`config.mk`:
```
export PLATFORM = sky130hd
export DESIGN_NAME = video_sequence_header_splitter_unit
export DESIGN_NICKNAME = d
export VERILOG_FILES = /design/src/hdl/vshs_pkg.sv /design/src/hdl/video_sequence_header_splitter_unit.sv /design/src/hdl/vshs_scanner.sv
export SDC_FILE = /design/constraint.sdc
export NUM_CORES = 1
export LEC_CHECK = 0
export BUFFER_PORTS_ARGS = -buffer_cell sky130_fd_sc_hd__buf_2
export CORE_MARGIN = 1.5
export CORE_UTILIZATION = 58
export DETAILED_ROUTE_END_ITERATION = 10
export PLACE_DENSITY_LB_ADDON = 0.08
export SLEW_MARGIN = 5
export SYNTH_ARGS = -nofsm -noshare
export SYNTH_HDL_FRONTEND = slang
export SYNTH_SLANG_ARGS = --single-unit
```
`constraint.sdc`:
```
create_clock -name clk -period 8.18 [get_ports clk]
set_clock_uncertainty 0.2 [all_clocks]
set_input_delay 0.409 -clock clk [delete_from_list [all_inputs] [get_ports clk]]
set_output_delay 0.409 -clock clk [all_outputs]
set_load 0.03 [all_outputs]
```
`src/hdl/vshs_pkg.sv`:
```
// Shared types, codes and constants for the video sequence header splitter.
`timescale 1ns / 1ps
`default_nettype none

package vshs_pkg;

    // Default saturation point of the packet byte counter.
    localparam int MAX_PACKET_BYTES_DEF = 65535;

    // Configuration port layout.
    localparam int CFG_ADDR_W = 1;
    localparam int CFG_DATA_W = 1;

    localparam logic [CFG_ADDR_W-1:0] CFG_CODEC_MODE    = 1'd0;
    localparam logic [CFG_ADDR_W-1:0] CFG_REMOVE_HEADER = 1'd1;

    // Codec rule selection.
    localparam logic CODEC_MPEG12 = 1'b0;
    localparam logic CODEC_MPEG4  = 1'b1;

    // Start codes as seen in the 32-bit window.
    localparam logic [23:0] START_PREFIX     = 24'h000001;
    localparam logic [31:0] START_SEQ_HEADER = 32'h000001B3;
    localparam logic [31:0] START_EXTENSION  = 32'h000001B5;
    localparam logic [31:0] START_VOP        = 32'h000001B6;

    typedef struct packed {
        logic [7:0] data_byte;
        logic       last_byte;
    } in_item_t;

    typedef struct packed {
        logic        header_found;
        logic [15:0] header_length;
        logic [15:0] body_offset;
        logic [15:0] body_length;
    } out_item_t;

endpackage

`default_nettype wire

```
`src/hdl/video_sequence_header_splitter_unit.sv`:
```
// Top level of the video sequence header splitter: handshakes, settings, result register.
`timescale 1ns / 1ps
`default_nettype none

// The block scans the bytes of one video packet for MPEG start codes and, on
// the packet's last byte, reports where the sequence header prefix ends.
// Bytes arrive as requests on the in channel (in_valid, in_ready, in_data);
// in_data.last_byte closes a packet. Exactly one result request leaves on the
// out channel (out_valid, out_ready, out_data) per packet, carrying the header
// flag, the header length and the body offset and length.
// An accepted byte is held in the input register, is judged against the 32-bit
// start-code window, and on a last byte the result is registered in the
// output register. One byte per cycle is sustained while no last byte waits
// behind a held result, limited by the single window compare and counter
// update done per byte.
// When the receiver stalls, the held result keeps its place and bytes of the
// following packet keep flowing; only a second last byte waits in the input
// register until the held result has been taken.
// Settings are written through cfg_we, cfg_addr and cfg_wdata while no packet
// is in flight; the user must keep to it, the block does not enforce it. Reset clears
// both settings, the packet state and all valid flags; the window returns to all ones.

module video_sequence_header_splitter_unit #(
    parameter int MAX_PACKET_BYTES = vshs_pkg::MAX_PACKET_BYTES_DEF
) (
    input  wire logic                              clk,
    input  wire logic                              rst_n,
    input  wire logic                              in_valid,
    output      logic                              in_ready,
    input  wire vshs_pkg::in_item_t                in_data,
    output      logic                              out_valid,
    input  wire logic                              out_ready,
    output      vshs_pkg::out_item_t               out_data,
    input  wire logic                              cfg_we,
    input  wire logic [vshs_pkg::CFG_ADDR_W-1:0]   cfg_addr,
    input  wire logic [vshs_pkg::CFG_DATA_W-1:0]   cfg_wdata
);
    import vshs_pkg::*;

    logic      codec_mode_reg;
    logic      remove_header_reg;

    logic      s1_valid_reg;
    in_item_t  s1_item_reg;
    logic      s1_adv;

    logic      out_valid_reg;
    out_item_t out_data_reg;
    out_item_t scan_result;

    // The staged byte moves on unless it closes a packet and the result
    // register still holds an untaken result.
    assign s1_adv   = s1_valid_reg &&
                      (!s1_item_reg.last_byte || !out_valid_reg || out_ready);
    assign in_ready = !s1_valid_reg || s1_adv;

    // Settings registers.
    always_ff @(posedge clk or negedge rst_n)
    begin
        if (!rst_n)
        begin
            codec_mode_reg    <= CODEC_MPEG12;
            remove_header_reg <= 1'b0;
        end
        else if (cfg_we)
        begin
            unique case (cfg_addr)
                CFG_CODEC_MODE:    codec_mode_reg    <= cfg_wdata[0];
                CFG_REMOVE_HEADER: remove_header_reg <= cfg_wdata[0];
                default: ;
            endcase
        end
    end

    // Valid flags of the input stage and the result register.
    always_ff @(posedge clk or negedge rst_n)
    begin
        if (!rst_n)
        begin
            s1_valid_reg  <= 1'b0;
            out_valid_reg <= 1'b0;
        end
        else
        begin
            if (in_valid && in_ready)
            begin
                s1_valid_reg <= 1'b1;
            end
            else if (s1_adv)
            begin
                s1_valid_reg <= 1'b0;
            end

            if (s1_adv && s1_item_reg.last_byte)
            begin
                out_valid_reg <= 1'b1;
            end
            else if (out_ready)
            begin
                out_valid_reg <= 1'b0;
            end
        end
    end

    // Payload registers carry no reset.
    always_ff @(posedge clk)
    begin
        if (in_valid && in_ready)
        begin
            s1_item_reg <= in_data;
        end
        if (s1_adv && s1_item_reg.last_byte)
        begin
            out_data_reg <= scan_result;
        end
    end

    vshs_scanner #(
        .MAX_PACKET_BYTES(MAX_PACKET_BYTES)
    ) u_scanner (
        .clk          (clk),
        .rst_n        (rst_n),
        .step         (s1_adv),
        .item         (s1_item_reg),
        .codec_mode   (codec_mode_reg),
        .remove_header(remove_header_reg),
        .result       (scan_result)
    );

    assign out_valid = out_valid_reg;
    assign out_data  = out_data_reg;

    // An empty input stage always takes a new byte.
    a_ready_when_empty: assert property (@(posedge clk) disable iff (!rst_n)
        !s1_valid_reg |-> in_ready)
        else $error("input stage empty but not ready");

    // The header flag agrees with a nonzero header length.
    a_found_len: assert property (@(posedge clk) disable iff (!rst_n)
        out_valid |-> (out_data.header_found == (out_data.header_length != 16'd0)))
        else $error("header flag and length disagree");

    // The body never starts beyond the end of the header.
    a_offset_bound: assert property (@(posedge clk) disable iff (!rst_n)
        out_valid |-> (out_data.body_offset <= out_data.header_length))
        else $error("body offset beyond header length");

    // A last byte stalls in the input stage only behind a held result.
    a_stall_reason: assert property (@(posedge clk) disable iff (!rst_n)
        (s1_valid_reg && !s1_adv) |-> (out_valid_reg && !out_ready))
        else $error("input stage stalled without a held result");

endmodule

`default_nettype wire

```
`src/hdl/vshs_scanner.sv`:
```
// Start code scanner: per-packet search state and end-of-packet result logic.
`timescale 1ns / 1ps
`default_nettype none

module vshs_scanner #(
    parameter int MAX_PACKET_BYTES = vshs_pkg::MAX_PACKET_BYTES_DEF
) (
    input  wire logic                clk,
    input  wire logic                rst_n,
    input  wire logic                step,
    input  wire vshs_pkg::in_item_t  item,
    input  wire logic                codec_mode,
    input  wire logic                remove_header,
    output vshs_pkg::out_item_t      result
);
    import vshs_pkg::*;

    localparam int PW = $clog2(MAX_PACKET_BYTES + 1);
    localparam int LW = (PW > 17) ? PW : 17;

    logic [31:0]   win_reg, win_next;
    logic          seq_reg, seq_next;
    logic          dec_reg, dec_next;
    logic [PW-1:0] pos_reg, pos_next;
    logic [PW-1:0] lat_reg, lat_next;
    logic [PW-1:0] offset;
    logic [PW-1:0] body;
    logic          is_code;

    // Clamp a counter-wide value to the 16-bit result fields.
    function automatic logic [15:0] sat16(input logic [PW-1:0] v);
        logic [LW-1:0] wide;
        wide = LW'(v);
        if (wide > LW'(16'hFFFF)) begin
            return 16'hFFFF;
        end
        return wide[15:0];
    endfunction

    always_comb
    begin
        win_next = {win_reg[23:0], item.data_byte};
        is_code  = (win_next[31:8] == START_PREFIX);
        seq_next = seq_reg;
        dec_next = dec_reg;
        lat_next = lat_reg;
        if (!dec_reg)
        begin
            if (codec_mode == CODEC_MPEG12)
            begin
                if (win_next == START_SEQ_HEADER)
                begin
                    seq_next = 1'b1;
                end
                else if (seq_reg && is_code && (win_next != START_EXTENSION)
                         && (pos_reg >= PW'(3)))
                begin
                    lat_next = pos_reg - PW'(3);
                    dec_next = 1'b1;
                end
            end
            else if ((win_next == START_SEQ_HEADER) || (win_next == START_VOP))
            begin
                if (pos_reg >= PW'(4))
                begin
                    lat_next = pos_reg - PW'(3);
                end
                dec_next = 1'b1;
            end
        end

        pos_next = (pos_reg < PW'(MAX_PACKET_BYTES)) ? pos_reg + PW'(1) : pos_reg;

        offset = (remove_header && (lat_next != '0)) ? lat_next : '0;
        if (offset > pos_next)
        begin
            offset = pos_next;
        end
        body = pos_next - offset;

        result.header_found  = (lat_next != '0);
        result.header_length = sat16(lat_next);
        result.body_offset   = sat16(offset);
        result.body_length   = sat16(body);
    end

    always_ff @(posedge clk or negedge rst_n)
    begin
        if (!rst_n)
        begin
            win_reg <= '1;
            seq_reg <= 1'b0;
            dec_reg <= 1'b0;
            pos_reg <= '0;
            lat_reg <= '0;
        end
        else if (step)
        begin
            if (item.last_byte)
            begin
                win_reg <= '1;
                seq_reg <= 1'b0;
                dec_reg <= 1'b0;
                pos_reg <= '0;
                lat_reg <= '0;
            end
            else
            begin
                win_reg <= win_next;
                seq_reg <= seq_next;
                dec_reg <= dec_next;
                pos_reg <= pos_next;
                lat_reg <= lat_next;
            end
        end
    end

    // A latched header length only exists once the search has been settled.
    a_len_implies_decided: assert property (@(posedge clk) disable iff (!rst_n)
        (lat_reg != '0) |-> dec_reg)
        else $error("header length latched without a decision");

    // The last byte of a packet leaves the counter ready for a new packet.
    a_last_clears: assert property (@(posedge clk) disable iff (!rst_n)
        (step && item.last_byte) |=> (pos_reg == '0) && (win_reg == '1))
        else $error("packet state not cleared after last byte");

    // The byte counter never runs past its saturation point.
    a_pos_bound: assert property (@(posedge clk) disable iff (!rst_n)
        pos_reg <= PW'(MAX_PACKET_BYTES))
        else $error("byte position beyond maximum");

endmodule

`default_nettype wire
```
==> results.toml <==
[yosys]
netlist-cell-type-count = 65
ys_dominant_reg_cell = "sky130_fd_sc_hd__edfxtp_1"
synth_cells = 704
async_flop_share = 0.517
synth-seq-area-share = 0.486
synth.cell_area_mm2 = 0.00683
synth-seq-cells = 120
synthesized_netlist_net_count = 755
synth_enable_flop_cells = 58
post_syn_area_per_cell_um2 = 9.70
synth.yosys.warnings = 0

[global_route]
globalRouteMet3Util = 0.0664
grt_max_degree = 79
grt_first_pass_wirelength_um = 26000
grt_use_total = 0.267
antenna_found_initial = 0
grt_most_used_layer = "met2"
number_of_global_route_vias_before_repair = 5298
gr-total-overflow = 0
grt_use_met1 = 0.336
globalRouteMet2Util = 0.447

[routing]
via_count = 5396
drt-pass1-iter-count = 5
detailedRoute.firstIterationViolations = 472
ant_nets = 0
routed_wl_um = 15900
post-route-drc-count = 0
avgRoutedWirePerCell_um = 17.2
vias_per_cell = 5.83

[timing]
fin_hold_ws_ns = 0.0280
setup_viol = 0
unrepaired_setup_endpoints_after_global_routing = "false"
timing.final.max_slew_violations = 0
worst-slew-pin-transition_ns = 0.959
finalCriticalPeriod_ns = 7.48
worst_slack_ns = 0.696
hold_viol_final = 0
timing.final.crit_share = 0.915
maxSlewHeadroom = 0.361
max_clock_freq_mhz = 134
fin_tns_setup_ns = 0

[worst_setup_path]
maximum_fanout_along_the_worst_path = 24
endpoint_kind = "register"
cp_data_arrival_time_ns = 7.46
timing_worst_setup_path_type = "register to register"
worstPathRequired_ns = 8.15
setup.worst_path.start_class = "register"

[clock_tree]
cts-root-to-sink-buffers = 2
post_cts_resized = 0
postCtsSetupRepairBufs = 0
cts_root_buf = "sky130_fd_sc_hd__clkbuf_16"
tritoncts = "built"
worst_setup_hold_path_clk_slew_ns = 0.06
worst_skew_pair_latency_ns = 0.43
number_of_sinks_handled_by_clock_tree_synthesis = 120
htree_num_levels = 4
tritoncts.num_buffers = 17

[power_and_ir_drop]
report.power.total_mw = 1.88
net_load_switching_power_mw = 0.569
comb_power_share = 0.227
seq_power_share = 0.402
power.share.clock = 0.371
powerDensity_mw_per_mm2 = 238
max-vdd-ir-drop_mv = 0.183
swShare = 0.302
intPower_mw = 1.32
p_leak_nw = 3.42

[cells_and_area]
ratio_of_cells_with_drive_above_1_in_the_final_layout = 0.193
final_net_count = 820
layout_common_cells = "sky130_fd_sc_hd__nand2_1 (71), sky130_fd_sc_hd__o21ai_0 (70), sky130_fd_sc_hd__buf_2 (66)"
largest_register_ffs = 49
insertedDiodeCount = 0
layout_commonest_cell = "sky130_fd_sc_hd__nand2_1"
area_growth_from_synthesis_to_layout_pct = 15.8
layoutNonFillerInstCount = 925

[floorplanning]
floorplan.initialDensity = 0.596
placement_rows = 39
floorplan.io_pins = 67
die_y_um = 112
fp.dieArea_mm2 = 0.0124
placeableCoreArea_mm2 = 0.0115
die_w_um = 112

[placed_design]
portbufs = 66
dpl.cell_count = 882
pre_cts_ws_ns = 0.864
finalWeightedCongestion = 0.903
dp.final_hpwl_um = 11200

[job]
count_of_maximum_capacitance_violations = 0

[outcome]
status = "completed"

[min_path]
hp-class = "input pin to register"
[worst max-delay path: stages, from the launching register on]
cell	delay, ns
sky130_fd_sc_hd__dfrtp_1	0.47
sky130_fd_sc_hd__ha_1	0.38
sky130_fd_sc_hd__or3_1	0.41
sky130_fd_sc_hd__nor4_1	0.39
sky130_fd_sc_hd__o32a_1	0.46
sky130_fd_sc_hd__or2_2	0.35
sky130_fd_sc_hd__o311ai_4	0.33
sky130_fd_sc_hd__or2_2	0.40
sky130_fd_sc_hd__inv_1	0.06
sky130_fd_sc_hd__ha_1	0.24
sky130_fd_sc_hd__o21ai_0	0.18
sky130_fd_sc_hd__nand2b_1	0.08
sky130_fd_sc_hd__a31o_2	0.24
sky130_fd_sc_hd__a21oi_1	0.27
sky130_fd_sc_hd__a21oi_4	0.16
sky130_fd_sc_hd__o21ai_0	0.39
sky130_fd_sc_hd__ha_1	0.22
sky130_fd_sc_hd__inv_1	0.05
sky130_fd_sc_hd__fa_1	0.40
sky130_fd_sc_hd__a21o_1	0.20
sky130_fd_sc_hd__a21oi_1	0.31
sky130_fd_sc_hd__o21ai_0	0.17
sky130_fd_sc_hd__a31oi_1	0.28
sky130_fd_sc_hd__a21oi_1	0.20
sky130_fd_sc_hd__a311o_1	0.35
[cells in the mapped netlist, types with 6 or more instances]
cell,instances,share of area
sky130_fd_sc_hd__a21o_1,14,0.015
sky130_fd_sc_hd__buf_2,10,0.0073
sky130_fd_sc_hd__inv_1,47,0.026
sky130_fd_sc_hd__o21ai_0,70,0.051
sky130_fd_sc_hd__mux2i_1,12,0.018
sky130_fd_sc_hd__or3_1,8,0.0073
sky130_fd_sc_hd__a31oi_1,6,0.0055
sky130_fd_sc_hd__nand3_1,17,0.012
sky130_fd_sc_hd__xnor2_1,24,0.031
sky130_fd_sc_hd__dfrtp_1,38,0.14
sky130_fd_sc_hd__xor2_1,11,0.014
sky130_fd_sc_hd__edfxtp_1,58,0.25
sky130_fd_sc_hd__nor2_1,60,0.033
sky130_fd_sc_hd__nand2_1,71,0.039
sky130_fd_sc_hd__a21oi_1,36,0.026
sky130_fd_sc_hd__dfstp_2,24,0.092
sky130_fd_sc_hd__nor3_1,31,0.023
sky130_fd_sc_hd__nand4_1,7,0.0064
sky130_fd_sc_hd__nor4_1,15,0.014
sky130_fd_sc_hd__ha_1,34,0.062
sky130_fd_sc_hd__mux2_2,6,0.0099
sky130_fd_sc_hd__clkbuf_1,19,0.010
sky130_fd_sc_hd__or2_2,7,0.0064
sky130_fd_sc_hd__o31ai_1,6,0.0066
[metrics by stage]
| step | util | cell area [um^2] |
|---|---|---|
| 2_1_floorplan | - | 6830 |
| 3_3_place_gp | 0.631 | 7240 |
| 3_5_place_dp | 0.631 | 7240 |
| 4_1_cts | 0.690 | 7910 |
| 5_1_grt | 0.690 | 7910 |
| 6_report | 0.690 | 7910 |
[power groups by stage]
stage                     Combinational (mW)  Clock [mW]  Sequential [mW]
final                                  0.427       0.700            0.758
after global routing                   0.466       0.736            0.764
after CTS                              0.426       0.707            0.758
after detailed placement               0.416           0            0.768
after global placement                 0.405           0            0.766
after floorplan                        0.268           0            0.813
[worst paths after layout]
| path | from | to | slack [ns] | depth (start not counted) |
|---|---|---|---|---|
| max | u_scanner.pos_reg[0] | out_data[14] | 0.70 | 24 |
| min | out_ready | out_valid | 0.03 | 2 |
| max reg2reg | u_scanner.pos_reg[0] | out_data[14] | 0.70 | 24 |
| min reg2reg | u_scanner.win_reg[17] | u_scanner.win_reg[17] | 0.28 | 2 |
| max in group asynchronous | rst_n | u_scanner.pos_reg[2] | 6.74 | 3 |
| min in group asynchronous | rst_n | u_scanner.lat_reg[11] | 0.51 | 3 |
[layer usage]
layer | part of all wire | wire, um
met1 | 0.44 | 7010
met2 | 0.49 | 7820
met3 | 0.042 | 670
met4 | 0.025 | 405
met5 | 0 | 0
[layout make-up]
| type | instances | area, um^2 |
|---|---|---|
| sequential | 120 | 3320 |
| tap | 143 | 179 |
| inverter | 47 | 176 |
| timing repair buffer | 81 | 470 |
| fill | 879 | 3560 |
| clock buffer | 22 | 497 |
| clock inverter | 10 | 63.8 |
| multi-input combinational | 502 | 3200 |
[logic make-up after synthesis]
logic type | count (synthesis) | synth area share
DFF | 120 | 0.486
buffers and inverters | 82 | 0.0502
and+or+nand+nor | 249 | 0.178
muxes | 18 | 0.0275
AOI/OAI and AO/OA | 165 | 0.148
xor gates and xnor gates | 35 | 0.0449
adders and majority gates | 35 | 0.0652
[repair_timing]
action	in CTS	in global routing
hold buffers	11	0
setup endpoints to repair	0	0
hold endpoints to repair	48	0
No activity file was read; power rests on OpenSTA's default activity.
